$ cat src/hdl/mbg_pkg.sv
`default_nettype none
// ----------------------------------------------------------------------------
// mbg_pkg: shared types and constants of the maze backtracker generator
// Grid geometry, item and result payloads, controller command/status groups.
// ----------------------------------------------------------------------------
package mbg_pkg;

    // Grid limits in grid units, walls included
    localparam int MAX_ROWS   = 64;
    localparam int MAX_COLS   = 64;

    // Cell grid: odd coordinates are cells
    localparam int CELL_ROWS  = MAX_ROWS / 2;
    localparam int CELL_COLS  = MAX_COLS / 2;
    localparam int CELL_COUNT = CELL_ROWS * CELL_COLS;
    localparam int CR_W       = $clog2(CELL_ROWS);
    localparam int CC_W       = $clog2(CELL_COLS);
    localparam int IDX_W      = CR_W + CC_W;
    localparam int DEPTH_W    = IDX_W + 1;

    // Field widths
    localparam int COORD_W    = 6;
    localparam int SIZE_W     = 7;
    localparam int PICK_W     = 8;

    // Configuration register indexes
    localparam logic REG_ROWS = 1'b0;
    localparam logic REG_COLS = 1'b1;

    // Item actions
    localparam logic ACT_START = 1'b0;
    localparam logic ACT_STEP  = 1'b1;

    typedef struct packed {
        logic               action;
        logic [COORD_W-1:0] start_row;
        logic [COORD_W-1:0] start_col;
        logic [PICK_W-1:0]  random_pick;
    } t_item;

    typedef struct packed {
        logic [COORD_W-1:0] wall_row;
        logic [COORD_W-1:0] wall_col;
        logic [COORD_W-1:0] cell_row;
        logic [COORD_W-1:0] cell_col;
        logic               carved;
        logic               done_res;
    } t_result;

    // Controller to datapath
    typedef struct packed {
        logic load;
        logic clr_init;
        logic clr_wr;
        logic start_wr;
        logic top_rd;
        logic rd_cur;
        logic rd_up;
        logic rd_dn;
        logic eval;
        logic pop;
        logic carve;
        logic emit_done;
    } t_cmd;

    // Datapath to controller
    typedef struct packed {
        logic depth_zero;
        logic depth_one;
        logic clr_last;
        logic none_open;
    } t_sts;

endpackage : mbg_pkg
`default_nettype wire

$ cat src/hdl/mbg_ctrl.sv
`default_nettype none
// ----------------------------------------------------------------------------
// mbg_ctrl: sequencer of the maze backtracker generator
// Walks start items through the map clear and step items through the
// stack-top read, three visited-row reads, evaluation and carve or pop.
// ----------------------------------------------------------------------------
module mbg_ctrl (
    input  wire logic          i_clk,
    input  wire logic          i_rst_n,
    input  wire logic          start,
    input  wire logic          i_action,
    input  wire mbg_pkg::t_sts i_sts,
    output logic               busy,
    output mbg_pkg::t_cmd      o_cmd
);
    import mbg_pkg::*;

    typedef enum logic [3:0] {
        S_IDLE,
        S_CLEAR,
        S_START,
        S_TOP,
        S_RD_CUR,
        S_RD_UP,
        S_RD_DN,
        S_EVAL,
        S_CARVE,
        S_EMPTY
    } t_state;

    t_state r_state, n_state;
    logic   r_busy;

    assign busy = r_busy;

    // Next state and commands
    always_comb begin
        n_state = r_state;
        o_cmd   = '0;
        case (r_state)
            S_IDLE: begin
                if (start) begin
                    o_cmd.load = 1'b1;
                    if (i_action == ACT_START) begin
                        o_cmd.clr_init = 1'b1;
                        n_state        = S_CLEAR;
                    end else if (i_sts.depth_zero) begin
                        n_state = S_EMPTY;
                    end else begin
                        n_state = S_TOP;
                    end
                end
            end
            S_CLEAR: begin
                o_cmd.clr_wr = 1'b1;
                if (i_sts.clr_last) begin
                    n_state = S_START;
                end
            end
            S_START: begin
                o_cmd.start_wr = 1'b1;
                n_state        = S_IDLE;
            end
            S_TOP: begin
                o_cmd.top_rd = 1'b1;
                n_state      = S_RD_CUR;
            end
            S_RD_CUR: begin
                o_cmd.rd_cur = 1'b1;
                n_state      = S_RD_UP;
            end
            S_RD_UP: begin
                o_cmd.rd_up = 1'b1;
                n_state     = S_RD_DN;
            end
            S_RD_DN: begin
                o_cmd.rd_dn = 1'b1;
                n_state     = S_EVAL;
            end
            S_EVAL: begin
                o_cmd.eval = 1'b1;
                if (!i_sts.none_open) begin
                    n_state = S_CARVE;
                end else begin
                    // drop the blocked top cell
                    o_cmd.pop = 1'b1;
                    n_state   = i_sts.depth_one ? S_EMPTY : S_TOP;
                end
            end
            S_CARVE: begin
                o_cmd.carve = 1'b1;
                n_state     = S_IDLE;
            end
            S_EMPTY: begin
                o_cmd.emit_done = 1'b1;
                n_state         = S_IDLE;
            end
            default: begin
                n_state = S_IDLE;
            end
        endcase
    end

    // Hold state and busy flag
    always_ff @(posedge i_clk) begin
        if (!i_rst_n) begin
            r_state <= S_IDLE;
            r_busy  <= 1'b0;
        end else begin
            r_state <= n_state;
            r_busy  <= (n_state != S_IDLE);
        end
    end

endmodule : mbg_ctrl
`default_nettype wire

$ cat config.mk
export PLATFORM = sky130hd
export DESIGN_NAME = mbg_ctrl
export DESIGN_NICKNAME = d
export VERILOG_FILES = /design/src/hdl/mbg_pkg.sv /design/src/hdl/mbg_ctrl.sv
export SDC_FILE = /design/constraint.sdc
export NUM_CORES = 1
export LEC_CHECK = 0
export BUFFER_PORTS_ARGS = -buffer_cell sky130_fd_sc_hd__buf_4
export CAP_MARGIN = 10
export CORE_AREA = 2 2 39 41
export DETAILED_ROUTE_END_ITERATION = 10
export DIE_AREA = 0 0 41 43
export PLACE_DENSITY = 0.69
export SLEW_MARGIN = 10
export SYNTH_ARGS = -nofsm -noshare
export SYNTH_HDL_FRONTEND = slang
export SYNTH_SLANG_ARGS = --single-unit
$ cat constraint.sdc
create_clock -name i_clk -period 1.5 [get_ports i_clk]
set_input_delay 0.3 -clock i_clk [delete_from_list [all_inputs] [get_ports i_clk]]
set_output_delay 0.3 -clock i_clk [all_outputs]
set_load 0.01 [all_outputs]
==> run summary <==
Clock-pin slew was measured on the worst setup and hold paths at around 0.050 ns. The worst-case setup margin in the final layout is -0.0734 ns. The net total in the final layout came out at approximately 100. Counting every instance in the synthesized netlist gives 50. The setup TNS came out at -0.320 ns.

The maximum clock frequency came out at between 0.6 and 0.7 GHz. The CTS buffer count came out at 3. Input and output buffers added on the ports amount to 20. Total power for the finished layout comes to 0.557 mW.

The static leakage is between 0.4 and 0.5 nW. The relative area change from synthesis to final layout came out at 124%. The worst setup path is captured at an output pin. The number of fill cells is 111. Measured against its own limit, the worst slew margin works out to between 70% and 80%.

After legalization and detailed placement, the total HPWL measured about 850 um. The die area came out at roughly 1800 um2. CTS placed an instance of sky130_fd_sc_hd__clkbuf_4 at the clock tree root. The number of failing setup endpoints in the final timing report came out at 9. The number of clock sinks seen by CTS is 5. The critical path required time came out at 1.20 ns. The path class of the tightest hold or removal check is input pin to flop. After synthesis the cells add up to slightly above 400 um2. Setup repair after global routing could not meet its margin everywhere.

The largest net degree at the start of global routing came out at 9. At the end of routability-driven placement, the weighted congestion stood at just under 0.8. The via count came out at 543. TritonCTS built the clock tree.

The setup slack after placement is -0.0326 ns. The number of slew-limit violations in the final report came out at 0. The first-iteration detailed-routing DRC count is 3. The global-route usage over all layers came out at between 15 and 20%. The detailed-router iteration count before antenna repair came out at 4. The initial antenna violation count is 0.

STA classifies the critical path startpoint as a flop. The diode insertion count for antenna repair is 0. The worst supply voltage drop on vdd came out at around 0.45 mV. When the netlist entered floorplanning its net count stood at 58.

The sequential-to-total area share from yosys stat is approximately a quarter. The average routed wire per standard cell is 13.1 um. For this run the aggregate overflow at the end of global routing stands at 0. The number of hold violations in the final report is 0. The count of boundary I/O pins is 21. The number of buffers between clock root and the deepest sink came out at 2. The synthesis warning total came out at 0. The depth of the CTS H-tree came out at 1. The vertical die dimension came out at 43 um. The fraction of final layout cells sized beyond drive strength 1 is between 70% and 80%. The routed via count divided by cell count came out at just over 5. At the worst endpoint, the arrival time is between 1 and 1.5 ns.

For this run, design rule violations remaining after detail routing come to 0. The aggregate routed wire length is around 1400 um. The power density of the placed cells is between 600 and 700 nW/um2.

The mean post-synth cell area is 8.11 um2. The first global-routing pass estimated approximately 2100 um of wire. The worst path uses 105% of the clock period.

For the pin with the worst max-slew slack, the measured transition is ~0.32 ns. The area of the core is around 1400 um2. The number of global-route vias before repair is between 500 and 600. The starting density of the core came out at between 20% and 30%. The clock period minus worst slack is between 1.5 and 2 ns. Clock skew on the completed layout was measured at between 0.007 and 0.008 ns. The number of maximum-capacitance constraint violations came out at 0. In this run the remaining antenna-violating nets after routing total 0. In this run the worst path has a maximum fanout of 5. The run finished, with violations left. The count of state elements after synthesis came out at 5. The setup path with the least slack is of type flop to output pin. The clock network latency to the later pin of the worst-skew pair is ~0.25 ns. The final core utilization is between 60% and 70%.

After synthesis, the netlist uses 29 different library cells. The checks that failed: setup timing. The number of rows created at floorplan is 14. From left edge to right edge, the die measures 41 um.
==> area by class of cell <==
cell class / instances / area (um2) / share of cell area, %
clock buffer: 4 / 26.3 / 2.89
inverter: 1 / 3.75 / 0.413
multi-input combinational: 39 / 382 / 42.0
sequential: 5 / 115 / 12.7
tap: 16 / 20.0 / 2.20
timing repair buffer: 40 / 362 / 39.8
==> cells by family (layout without fill, tap and decap cells) <==
group	after synthesis	in the layout	synth area share, %
XOR/XNOR	2	2	4.32
AND/OR/NAND/NOR	30	30	47.2
AO/OA/AOI/OAI	7	7	13.6
flip-flops	5	5	24.7
buffers and inverters	6	45	10.2
==> Yosys cell counts, drive strengths merged <==
cell type / number / area, um2
o21a: 1 / 7.51
and3b: 1 / 8.76
o41ai: 1 / 8.76
o32ai: 1 / 8.76
or2b: 3 / 23.8
o31a: 2 / 18.8
and2b: 1 / 7.51
and4b: 1 / 13.8
nand2b: 3 / 18.8
clkbuf: 1 / 3.75
nor2: 5 / 18.8
buf: 4 / 33.8
a31oi: 1 / 6.26
xnor2: 2 / 17.5
or3b: 1 / 8.76
nor2b: 2 / 12.5
nand2: 1 / 3.75
a21oi: 1 / 5.00
and2: 3 / 22.5
inv: 1 / 3.75
and3: 2 / 12.5
nor3: 6 / 30.0
or4b: 1 / 10.0
dfxtp: 5 / 100
==> what timing repair did <==
item,in CTS,in global routing
gates cloned,0,0
setup endpoints to repair,12,11
hold buffers,0,0
buffers inserted,6,3
gates resized for setup,22,22
pin swaps,3,4
==> worst paths after layout <==
path / startpoint / end / slack (ns) / depth (start not counted)
worst max-delay path: r_state[3] / o_cmd[1] / -0.07 / 4
worst min-delay path: i_sts[3] / r_state[3] / 0.37 / 3
worst max register to register: r_state[3] / busy / -0.04 / 4
worst min register to register: r_state[3] / r_state[0] / 0.78 / 2
==> critical path, cell delays in order, from the launching register on <==
cell and delay, ns:
sky130_fd_sc_hd__dfxtp_4 0.39, sky130_fd_sc_hd__buf_6 0.12, sky130_fd_sc_hd__or2b_4 0.28, sky130_fd_sc_hd__nor3_4 0.12
sky130_fd_sc_hd__buf_6 0.12
==> where the power goes <==
group	total, mW	switching [mW]	internal [mW]	leakage, nW
combinational	0.230	0.0872	0.143	0.345
sequential	0.159	0.0168	0.143	0.0439
clock	0.168	0.0671	0.101	0.0150
==> registers in the layout, summed over array words and instances (netlist names) <==
signal / cells
r_state: 4
busy: 1
==> cells in the final DEF (no fill, tap or decap), types with 2 or more instances in the layout <==
cell and n:
sky130_fd_sc_hd__buf_4 26, sky130_fd_sc_hd__buf_6 13, sky130_fd_sc_hd__nor2_4 4, sky130_fd_sc_hd__dfxtp_4 4, sky130_fd_sc_hd__nor3_4 3, sky130_fd_sc_hd__clkbuf_4 3, sky130_fd_sc_hd__or2b_1 2, sky130_fd_sc_hd__nand2b_4 2
sky130_fd_sc_hd__nor3_2 2, sky130_fd_sc_hd__and2_4 2, sky130_fd_sc_hd__xnor2_1 2
==> metrics by stage <==
stage,instances,cell area [um2],hold WS (ns)
after floorplan,50,435,0.470
after global placement,92,629,0.606
after detailed placement,92,629,0.611
after CTS,102,777,0.371
after global routing,105,908,0.398
final,105,908,0.370
==> metal layers <==
| metal | track usage [%] | share of wire (%) | up-vias |
|---|---|---|---|
| li1 | - | - | 258 |
| met3 | 3.66 | 5.1 | 6 |
| met1 | 19.6 | 37 | 254 |
| met2 | 28.4 | 55 | 25 |
| met5 | 0 | 0 | - |
| met4 | 6.00 | 2.8 | 0 |
Power figures use the tool's default switching activity.
